## config.mk

```make
export PLATFORM = sky130hd
export DESIGN_NAME = stream_find_replace_flat
export DESIGN_NICKNAME = d
export VERILOG_FILES = /design/src/rtl/sfr_pkg.sv /design/src/rtl/sfr_if.sv /design/src/rtl/stream_find_replace.sv /design/src/rtl/sfr_ctrl.sv /design/src/rtl/sfr_datapath.sv /design/src/flat_wrapper.sv
export SDC_FILE = /design/constraint.sdc
export NUM_CORES = 1
export LEC_CHECK = 0
export ABC_AREA = 0
export ABC_CLOCK_PERIOD_IN_PS = 7240
export BUFFER_PORTS_ARGS = -buffer_cell sky130_fd_sc_hd__buf_4
export CORE_ASPECT_RATIO = 0.6
export CORE_MARGIN = 5
export CORE_UTILIZATION = 45
export CTS_BUF_LIST = sky130_fd_sc_hd__clkbuf_4 sky130_fd_sc_hd__clkbuf_8
export DETAILED_ROUTE_END_ITERATION = 6
export MAX_ROUTING_LAYER = met4
export RECOVER_POWER = 100
export SLEW_MARGIN = 20
export SYNTH_ARGS = -nofsm -noshare
export SYNTH_HDL_FRONTEND = slang
export SYNTH_SLANG_ARGS = --single-unit
```

## constraint.sdc

```tcl
create_clock -name clk -period 7.24 [get_ports clk]
set_input_delay 1.086 -clock clk [delete_from_list [all_inputs] [get_ports clk]]
set_output_delay 1.086 -clock clk [all_outputs]
set_load 0.02 [all_outputs]
```

## src/rtl/sfr_pkg.sv

```systemverilog
// sfr_pkg: shared constants, controller states and command/status types
// for the stream find-and-replace block; no dependencies
`default_nettype none

package sfr_pkg;

  localparam int NEEDLE_MAX  = 8;
  localparam int REPLACE_MAX = 8;
  localparam int WIN_CAP     = 8;

  localparam int BYTE_W  = 8;
  localparam int REG_W   = 64;
  localparam int LEN_W   = 4;
  localparam int CNT_W   = $clog2(WIN_CAP + 1);
  localparam int IDX_W   = $clog2(WIN_CAP);
  localparam int CIDX_W  = 2;

  localparam int N_LIM_I = (NEEDLE_MAX  < WIN_CAP) ? NEEDLE_MAX  : WIN_CAP;
  localparam int R_LIM_I = (REPLACE_MAX < WIN_CAP) ? REPLACE_MAX : WIN_CAP;
  localparam logic [LEN_W-1:0] N_LIM = LEN_W'(N_LIM_I);
  localparam logic [LEN_W-1:0] R_LIM = LEN_W'(R_LIM_I);

  localparam logic [CIDX_W-1:0] REG_NEEDLE_BYTES       = 2'd0;
  localparam logic [CIDX_W-1:0] REG_NEEDLE_LENGTH      = 2'd1;
  localparam logic [CIDX_W-1:0] REG_REPLACEMENT_BYTES  = 2'd2;
  localparam logic [CIDX_W-1:0] REG_REPLACEMENT_LENGTH = 2'd3;

  typedef enum logic [2:0] {
    ST_IDLE,
    ST_ROOM,
    ST_PUSH,
    ST_SCAN,
    ST_REPL,
    ST_FLUSH,
    ST_FIN
  } state_t;

  typedef struct packed {
    logic take_in;
    logic pop_emit;
    logic push;
    logic rep_start;
    logic rep_emit;
    logic finish;
  } sfr_cmd_t;

  typedef struct packed {
    logic cnt_zero;
    logic room_pop;
    logic full_match;
    logic partial;
    logic rep_more;
    logic can_gen;
    logic out_free;
    logic item_last;
  } sfr_status_t;

endpackage

`default_nettype wire

```

## src/rtl/sfr_if.sv

```systemverilog
// sfr_if: valid/ready stream interfaces for input text beats and result beats
// no dependencies
`default_nettype none

interface sfr_in_if;
  logic       valid;
  logic       ready;
  logic [7:0] in_byte;
  logic       in_last;

  modport source(output valid, output in_byte, output in_last, input ready);
  modport sink(input valid, input in_byte, input in_last, output ready);
endinterface

interface sfr_out_if;
  logic       valid;
  logic       ready;
  logic [7:0] out_byte;
  logic       byte_valid;
  logic       out_last;

  modport source(output valid, output out_byte, output byte_valid, output out_last,
                 input ready);
  modport sink(input valid, input out_byte, input byte_valid, input out_last,
               output ready);
endinterface

`default_nettype wire

```

## src/rtl/stream_find_replace.sv

```systemverilog
// stream_find_replace: top level joining controller and datapath
// depends on sfr_pkg, sfr_if, sfr_ctrl, sfr_datapath
//
// One text beat is taken at a time, and the next beat is accepted only once
// the block is through with the last one. All results, pass-through bytes and
// replacement bytes alike, leave one per cycle unless the result side stalls,
// through a single output register fed by a one-beat hold stage. The hold stage
// lets the block mark the last result of a string, or send an empty end
// marker when a string's final beat releases no byte. Configuration writes
// are taken at any time but belong between beats, while the block is idle;
// a change in the middle of a string is handled.
`default_nettype none

module stream_find_replace
  import sfr_pkg::*;
(
  input  wire logic              clk,
  input  wire logic              rst,
  sfr_in_if.sink                 in,
  sfr_out_if.source              out,
  input  wire logic              cfg_write,
  input  wire logic [CIDX_W-1:0] cfg_index,
  input  wire logic [REG_W-1:0]  cfg_data
);

  sfr_cmd_t    cmd;
  sfr_status_t status;
  logic        in_ready;

  assign in.ready = in_ready;

  sfr_ctrl u_ctrl (
    .clk      (clk),
    .rst      (rst),
    .in_valid (in.valid),
    .in_ready (in_ready),
    .status   (status),
    .cmd      (cmd)
  );

  sfr_datapath u_datapath (
    .clk        (clk),
    .rst        (rst),
    .cfg_write  (cfg_write),
    .cfg_index  (cfg_index),
    .cfg_data   (cfg_data),
    .in_byte    (in.in_byte),
    .in_last    (in.in_last),
    .cmd        (cmd),
    .status     (status),
    .out_valid  (out.valid),
    .out_ready  (out.ready),
    .out_byte   (out.out_byte),
    .byte_valid (out.byte_valid),
    .out_last   (out.out_last)
  );

endmodule

`default_nettype wire

```

## src/rtl/sfr_ctrl.sv

```systemverilog
// sfr_ctrl: controller state machine sequencing one input beat at a time
// depends on sfr_pkg
`default_nettype none

module sfr_ctrl
  import sfr_pkg::*;
(
  input  wire logic        clk,
  input  wire logic        rst,
  input  wire logic        in_valid,
  output logic             in_ready,
  input  wire sfr_status_t status,
  output sfr_cmd_t         cmd
);

  state_t state;
  state_t state_next;
  state_t route;

  assign route = status.item_last ? ST_FLUSH : ST_FIN;

  always_ff @(posedge clk) begin
    if (rst) begin
      state <= ST_IDLE;
    end else begin
      state <= state_next;
    end
  end

  always_comb begin
    state_next = state;
    unique case (state)
      ST_IDLE: begin
        if (in_valid) state_next = ST_ROOM;
      end
      ST_ROOM: begin
        if (!status.room_pop) state_next = ST_PUSH;
      end
      ST_PUSH: state_next = ST_SCAN;
      ST_SCAN: begin
        if (status.cnt_zero) state_next = route;
        else if (status.full_match) state_next = ST_REPL;
        else if (status.partial) state_next = route;
      end
      ST_REPL: begin
        if (!status.rep_more) state_next = route;
      end
      ST_FLUSH: begin
        if (status.cnt_zero) state_next = ST_FIN;
      end
      ST_FIN: begin
        if (status.out_free) state_next = ST_IDLE;
      end
      default: state_next = ST_IDLE;
    endcase
  end

  always_comb begin
    cmd      = '0;
    in_ready = 1'b0;
    unique case (state)
      ST_IDLE: begin
        in_ready    = !rst;
        cmd.take_in = in_valid && !rst;
      end
      ST_ROOM: begin
        cmd.pop_emit = status.room_pop && status.can_gen;
      end
      ST_PUSH: cmd.push = 1'b1;
      ST_SCAN: begin
        if (!status.cnt_zero) begin
          if (status.full_match) cmd.rep_start = 1'b1;
          else if (!status.partial) cmd.pop_emit = status.can_gen;
        end
      end
      ST_REPL: begin
        cmd.rep_emit = status.rep_more && status.can_gen;
      end
      ST_FLUSH: begin
        cmd.pop_emit = !status.cnt_zero && status.can_gen;
      end
      ST_FIN: cmd.finish = status.out_free;
      default: cmd = '0;
    endcase
  end

endmodule

`default_nettype wire

```

## src/rtl/sfr_datapath.sv

```systemverilog
// sfr_datapath: configuration registers, pending window, replacement index,
// one-beat hold stage and output register; depends on sfr_pkg
`default_nettype none

module sfr_datapath
  import sfr_pkg::*;
(
  input  wire logic              clk,
  input  wire logic              rst,
  input  wire logic              cfg_write,
  input  wire logic [CIDX_W-1:0] cfg_index,
  input  wire logic [REG_W-1:0]  cfg_data,
  input  wire logic [BYTE_W-1:0] in_byte,
  input  wire logic              in_last,
  input  wire sfr_cmd_t          cmd,
  output sfr_status_t            status,
  output logic                   out_valid,
  input  wire logic              out_ready,
  output logic [BYTE_W-1:0]      out_byte,
  output logic                   byte_valid,
  output logic                   out_last
);

  logic [REG_W-1:0]  needle_bytes;
  logic [LEN_W-1:0]  needle_length;
  logic [REG_W-1:0]  replacement_bytes;
  logic [LEN_W-1:0]  replacement_length;

  logic [BYTE_W-1:0] window [WIN_CAP];
  logic [CNT_W-1:0]  count;
  logic [LEN_W-1:0]  rep_idx;
  logic [BYTE_W-1:0] item_byte;
  logic              item_last;
  logic [BYTE_W-1:0] hold_byte;
  logic              hold_v;

  logic [LEN_W-1:0]  nlen;
  logic [LEN_W-1:0]  rlen;
  logic [LEN_W-1:0]  count_l;
  logic [WIN_CAP-1:0] match;
  logic              prefix;
  logic              gen;
  logic [BYTE_W-1:0] gen_byte;
  logic              out_free;
  logic              load_out;

  assign nlen    = (needle_length > N_LIM) ? N_LIM : needle_length;
  assign rlen    = (replacement_length > R_LIM) ? R_LIM : replacement_length;
  assign count_l = LEN_W'(count);

  always_comb begin
    for (int i = 0; i < WIN_CAP; i++) begin
      match[i] = (CNT_W'(i) >= count) || (window[i] == needle_bytes[i*BYTE_W +: BYTE_W]);
    end
  end
  assign prefix = &match;

  assign out_free = !out_valid || out_ready;
  assign gen      = cmd.pop_emit || cmd.rep_emit;
  assign gen_byte = cmd.rep_emit ? replacement_bytes[rep_idx[IDX_W-1:0]*BYTE_W +: BYTE_W]
                                 : window[0];
  assign load_out = (gen && hold_v) || (cmd.finish && (hold_v || item_last));

  assign status.cnt_zero   = (count == '0);
  assign status.room_pop   = (count != '0) && ((count_l >= nlen) || !prefix);
  assign status.full_match = (count_l == nlen) && prefix;
  assign status.partial    = (count_l < nlen) && prefix;
  assign status.rep_more   = (rep_idx < rlen);
  assign status.can_gen    = !hold_v || out_free;
  assign status.out_free   = out_free;
  assign status.item_last  = item_last;

  // configuration
  always_ff @(posedge clk) begin
    if (rst) begin
      needle_bytes       <= '0;
      needle_length      <= LEN_W'(1);
      replacement_bytes  <= '0;
      replacement_length <= '0;
    end else if (cfg_write) begin
      unique case (cfg_index)
        REG_NEEDLE_BYTES:       needle_bytes       <= cfg_data;
        REG_NEEDLE_LENGTH:      needle_length      <= cfg_data[LEN_W-1:0];
        REG_REPLACEMENT_BYTES:  replacement_bytes  <= cfg_data;
        REG_REPLACEMENT_LENGTH: replacement_length <= cfg_data[LEN_W-1:0];
        default: ;
      endcase
    end
  end

  // window fill count and hold/output valid flags
  always_ff @(posedge clk) begin
    if (rst) begin
      count     <= '0;
      hold_v    <= 1'b0;
      out_valid <= 1'b0;
    end else begin
      if (cmd.pop_emit) count <= count - CNT_W'(1);
      else if (cmd.push) count <= count + CNT_W'(1);
      else if (cmd.rep_start) count <= '0;

      if (gen) hold_v <= 1'b1;
      else if (cmd.finish) hold_v <= 1'b0;

      if (load_out) out_valid <= 1'b1;
      else if (out_ready) out_valid <= 1'b0;
    end
  end

  // payload
  always_ff @(posedge clk) begin
    if (cmd.take_in) begin
      item_byte <= in_byte;
      item_last <= in_last;
    end
    if (cmd.pop_emit) begin
      for (int i = 0; i < WIN_CAP - 1; i++) window[i] <= window[i+1];
    end else if (cmd.push) begin
      window[count[IDX_W-1:0]] <= item_byte;
    end
    if (cmd.rep_start) rep_idx <= '0;
    else if (cmd.rep_emit) rep_idx <= rep_idx + LEN_W'(1);
    if (gen) hold_byte <= gen_byte;
    if (load_out) begin
      out_byte   <= hold_v ? hold_byte : '0;
      byte_valid <= hold_v;
      out_last   <= cmd.finish && item_last;
    end
  end

endmodule

`default_nettype wire

```

## src/flat_wrapper.sv

```systemverilog
// flat-port wrapper written by rule: the top's interface ports become plain ports
module stream_find_replace_flat import sfr_pkg::*;
  (clk, rst, cfg_write, cfg_index, cfg_data, in_valid, in_in_byte, in_in_last, in_ready, out_valid, out_out_byte, out_byte_valid, out_out_last, out_ready);
  sfr_in_if in_i ();
  sfr_out_if out_i ();
  input  wire logic clk;
  input  wire logic rst;
  input  wire logic cfg_write;
  input  wire logic [CIDX_W-1:0] cfg_index;
  input  wire logic [REG_W-1:0] cfg_data;
  input wire logic [$bits(in_i.valid)-1:0] in_valid;
  input wire logic [$bits(in_i.in_byte)-1:0] in_in_byte;
  input wire logic [$bits(in_i.in_last)-1:0] in_in_last;
  output wire logic [$bits(in_i.ready)-1:0] in_ready;
  output wire logic [$bits(out_i.valid)-1:0] out_valid;
  output wire logic [$bits(out_i.out_byte)-1:0] out_out_byte;
  output wire logic [$bits(out_i.byte_valid)-1:0] out_byte_valid;
  output wire logic [$bits(out_i.out_last)-1:0] out_out_last;
  input wire logic [$bits(out_i.ready)-1:0] out_ready;
  assign in_i.valid = in_valid;
  assign in_i.in_byte = in_in_byte;
  assign in_i.in_last = in_in_last;
  assign in_ready = in_i.ready;
  assign out_valid = out_i.valid;
  assign out_out_byte = out_i.out_byte;
  assign out_byte_valid = out_i.byte_valid;
  assign out_out_last = out_i.out_last;
  assign out_i.ready = out_ready;
  stream_find_replace u_core (.clk(clk), .rst(rst), .in(in_i), .out(out_i), .cfg_write(cfg_write), .cfg_index(cfg_index), .cfg_data(cfg_data));
endmodule
```

==> flow_summary_export.csv <==
group,metric,value,unit
outcome,status,"complete, but fails checks",
outcome,violations,"capacitance limit, slew limit",
finish,fin_area,12200,sq um
finish,syn_to_final_growth,15.6,%
sta,finalSetupTns,0,ns
sta,skew,0.0292,ns
cts,cts_buffers,37,
yosys,synth_cells,1125,
detailed_routing,remaining_drc_errors,0,
cts,cts_tree,"done",
cts,cts_sinks,240,
floorplan,rows,43,
hold_path,hold_class,"reg -> reg",
placed_design,routabilityCongestion,0.876,
finish,nNetsFinal,1288,
cts,htree_levels,2,
global_route,first_global_vias,7702,
worst_setup_path,worstPathRequired,7.37,ns
finish,nFillCells,2173,
detailed_routing,postRouteAntennaNets,0,
detailed_routing,dr_total_vias,8391,
job,max_cap_viol_count,2,
cts,cts_setup_buffers,0,
yosys,async_flop_share,0,%
worst_setup_path,r2r_cells,10,
global_route,grt_max_degree,82,
finish,multi_input_area,4510,sq um
cts,cts_max_path_buffers,3,
yosys,syn_area,10500,sq um
detailed_routing,wl_per_cell,20.3,microns
yosys,synth_flop_cell,"dfxtp_1",
yosys,synth_warnings,0,
cts,clk_latency,0.55,ns
power_and_ir_drop,leakagePower,4.55,nW
sta,holdWs,0.456,ns
floorplan,die_x,208,microns
floorplan,start_util,45.7,%
detailed_routing,drt_pass1_iterations,5,
power_and_ir_drop,power_density,276,nW/um^2
cts,postCtsResizedCells,0,
sta,finalHoldViolations,0,
detailed_routing,vias_per_cell,5.46,
hold_path,hold_end,"u_core.u_datapath.replacement_bytes[13]",
worst_setup_path,worstSetupPathType,"reg -> reg",
floorplan,io_pins,92,
detailed_routing,wirelength,31.3,mm
placed_design,place_area,11500,sq um
yosys,ys_seq_area_share,54.2,%
power_and_ir_drop,ir_drop,0.120,mV
yosys,ys_top_cells_by_area,"dfxtp_1 28%, edfxtp_1 26%, nand2_1 12%, a21oi_1 7.4%, xor2_1 4.1%",
yosys,ys_types,56,
worst_setup_path,r2r_end,"u_core.u_datapath.window[6][2]",
yosys,synth_most_common_cell,"nand2_1",
yosys,ys_ff_latch,240,
floorplan,die_area,26700,sq um
worst_setup_path,end_kind,"register",
yosys,synth_top_cell_area_share,28.3,%
yosys,yosys.area.top_type,"dfxtp_1",
sta,worst_pin_slew,3.40,ns
floorplan,core_area,23100,sq um
global_route,gr-total-overflow,0,
worst_setup_path,cp_max_fo,25,
yosys,synth_nets,1217,
sta,slew_viol_final,130,
placed_design,portBuffers,91,
placed_design,dp.final_hpwl,21.8,mm
sta,fmax,206,MHz
cts,postCtsHoldBufs,0,
cts,ctsRootBufferMaster,"clkbuf_8",
sta,rsz0062_at_grt,"false",
global_route,grt_antenna_before_repair,0,
hold_path,worstHoldPathCells,2,
yosys,postSynthAreaPerCell,9.37,sq um
sta,fin_crit_sh,67.0,%
detailed_routing,dr.first_iter.drc_count,846,
worst_setup_path,start_kind,"register",
global_route,grt_first_pass_wirelength,47.4,mm
global_route,track_usage,23.8,%
sta,setup_viol,0,
yosys,ys_top_cells_by_count,"324 x nand2_1, 156 x a21oi_1, 149 x dfxtp_1",
worst_setup_path,rr_startpoint,"u_core.u_datapath.count[0]",
hold_path,hold_path_startpoint,"u_core.u_datapath.replacement_bytes[13]",
worst_setup_path,cp-startpoint,"u_core.u_datapath.count[0]",
floorplan,die_h,129,microns
sta,slew_headroom,-126,%
sta,finalCriticalPeriod,4.85,ns
cts,clk_pin_slew_worst_paths,0.06,ns
finish,layout.area.seq,5720,sq um
worst_setup_path,worst_ep_arrival_time,4.98,ns
finish,drive_above_1_share,14.2,%
yosys,synth_edf_count,91,
worst_setup_path,ff2ff_setup_slack,2.39,ns
## power breakdown
| group | internal (W) | switching, W |
|---|---|---|
| Combinational | 0.000197 | 0.000346 |
| Sequential | 0.00149 | 0.0000742 |
| Clock | 0.000716 | 0.000536 |
## per-layer routing
| metal | up-vias | GRT usage (%) | routed length [microns] |
|---|---|---|---|
| met2 | 346 | 29.9 | 11900 |
| met4 | 0 | 4.32 | 336 |
| li1 | 4002 | - | - |
| met3 | 37 | 5.31 | 2960 |
| met5 | - | - | 0 |
| met1 | 4006 | 38.5 | 16100 |
## cell type report
cell class | count | area share [%]
flip-flops and latches | 240 | 46.9
diodes | 1 | 0.0205
multi-input cells | 800 | 37.0
clock buffers | 59 | 6.05
inverters | 17 | 0.524
repair buffers | 100 | 5.58
well taps | 315 | 3.23
clock inverters | 6 | 0.678
## worst max-delay path, cell delays in order, from the launching register on
cell	delay, ns
dfxtp_1	0.43
inv_1	0.27
ha_1	0.27
inv_1	0.08
nor2_1	0.26
a21oi_1	0.08
or4_1	0.55
or3_1	0.43
o21ai_0	0.60
clkbuf_1	0.91
o31ai_1	0.55
## state kept, by name (all words and copies together), names as in the netlist
name,flops
u_core.u_ctrl.state,3
u_core.u_datapath.byte_valid,1
u_core.u_datapath.count,4
u_core.u_datapath.hold_byte,8
u_core.u_datapath.hold_v,1
u_core.u_datapath.item_byte,8
u_core.u_datapath.item_last,1
u_core.u_datapath.needle_bytes,64
u_core.u_datapath.needle_length,4
u_core.u_datapath.out_byte,8
u_core.u_datapath.out_last,1
u_core.u_datapath.out_valid,1
u_core.u_datapath.rep_idx,4
u_core.u_datapath.replacement_bytes,64
u_core.u_datapath.replacement_length,4
u_core.u_datapath.window,64
## cells by family after synthesis
| kind of cell | Yosys count | share of synthesized area, % |
|---|---|---|
| and+or+nand+nor | 439 | 17.5 |
| DFF | 240 | 54.2 |
| AOI/OAI and AO/OA | 239 | 12.3 |
| buffers and inverters | 85 | 3.10 |
| xor gates and xnor gates | 67 | 5.56 |
| muxes | 43 | 5.99 |
| adders and majority gates | 12 | 1.42 |
## worst max-delay path by stage
stage / cells past startpoint / endpoint
floorplan: 12 / u_core.u_datapath.window[6][0]
global placement: 7 / u_core.u_datapath.byte_valid
detailed placement: 7 / u_core.u_datapath.byte_valid
CTS: 7 / u_core.u_datapath.byte_valid
global route: 10 / u_core.u_datapath.window[6][2]
finish: 10 / u_core.u_datapath.window[6][2]
## placed cells by master, fill, tap and decap left out, types with 6 or more instances in the layout
cell	instances
nand4_1	6
o21ai_0	51
ha_1	12
nand3_1	8
xnor2_1	18
nor4_1	13
edfxtp_1	91
clkbuf_8	47
xor2_1	49
mux2i_1	26
and2_1	7
nor2_1	37
dfxtp_1	149
nor2b_1	6
inv_1	17
a21oi_1	156
buf_4	72
mux4_2	16
clkbuf_1	19
nor3_1	9
clkbuf_4	21
nand2_1	324
## stage by stage
step	power, W	util (%)	worst slack (ns)	cells
2_1_floorplan	0.00193	-	3.90	1125
3_3_place_gp	0.00214	49.6	3.45	1472
3_5_place_dp	0.00214	49.6	3.36	1472
4_1_cts	0.00340	53.2	3.34	1537
5_1_grt	0.00352	52.8	2.00	1537
6_report	0.00336	52.8	2.39	1538
No activity file was read; power rests on OpenSTA's default activity.
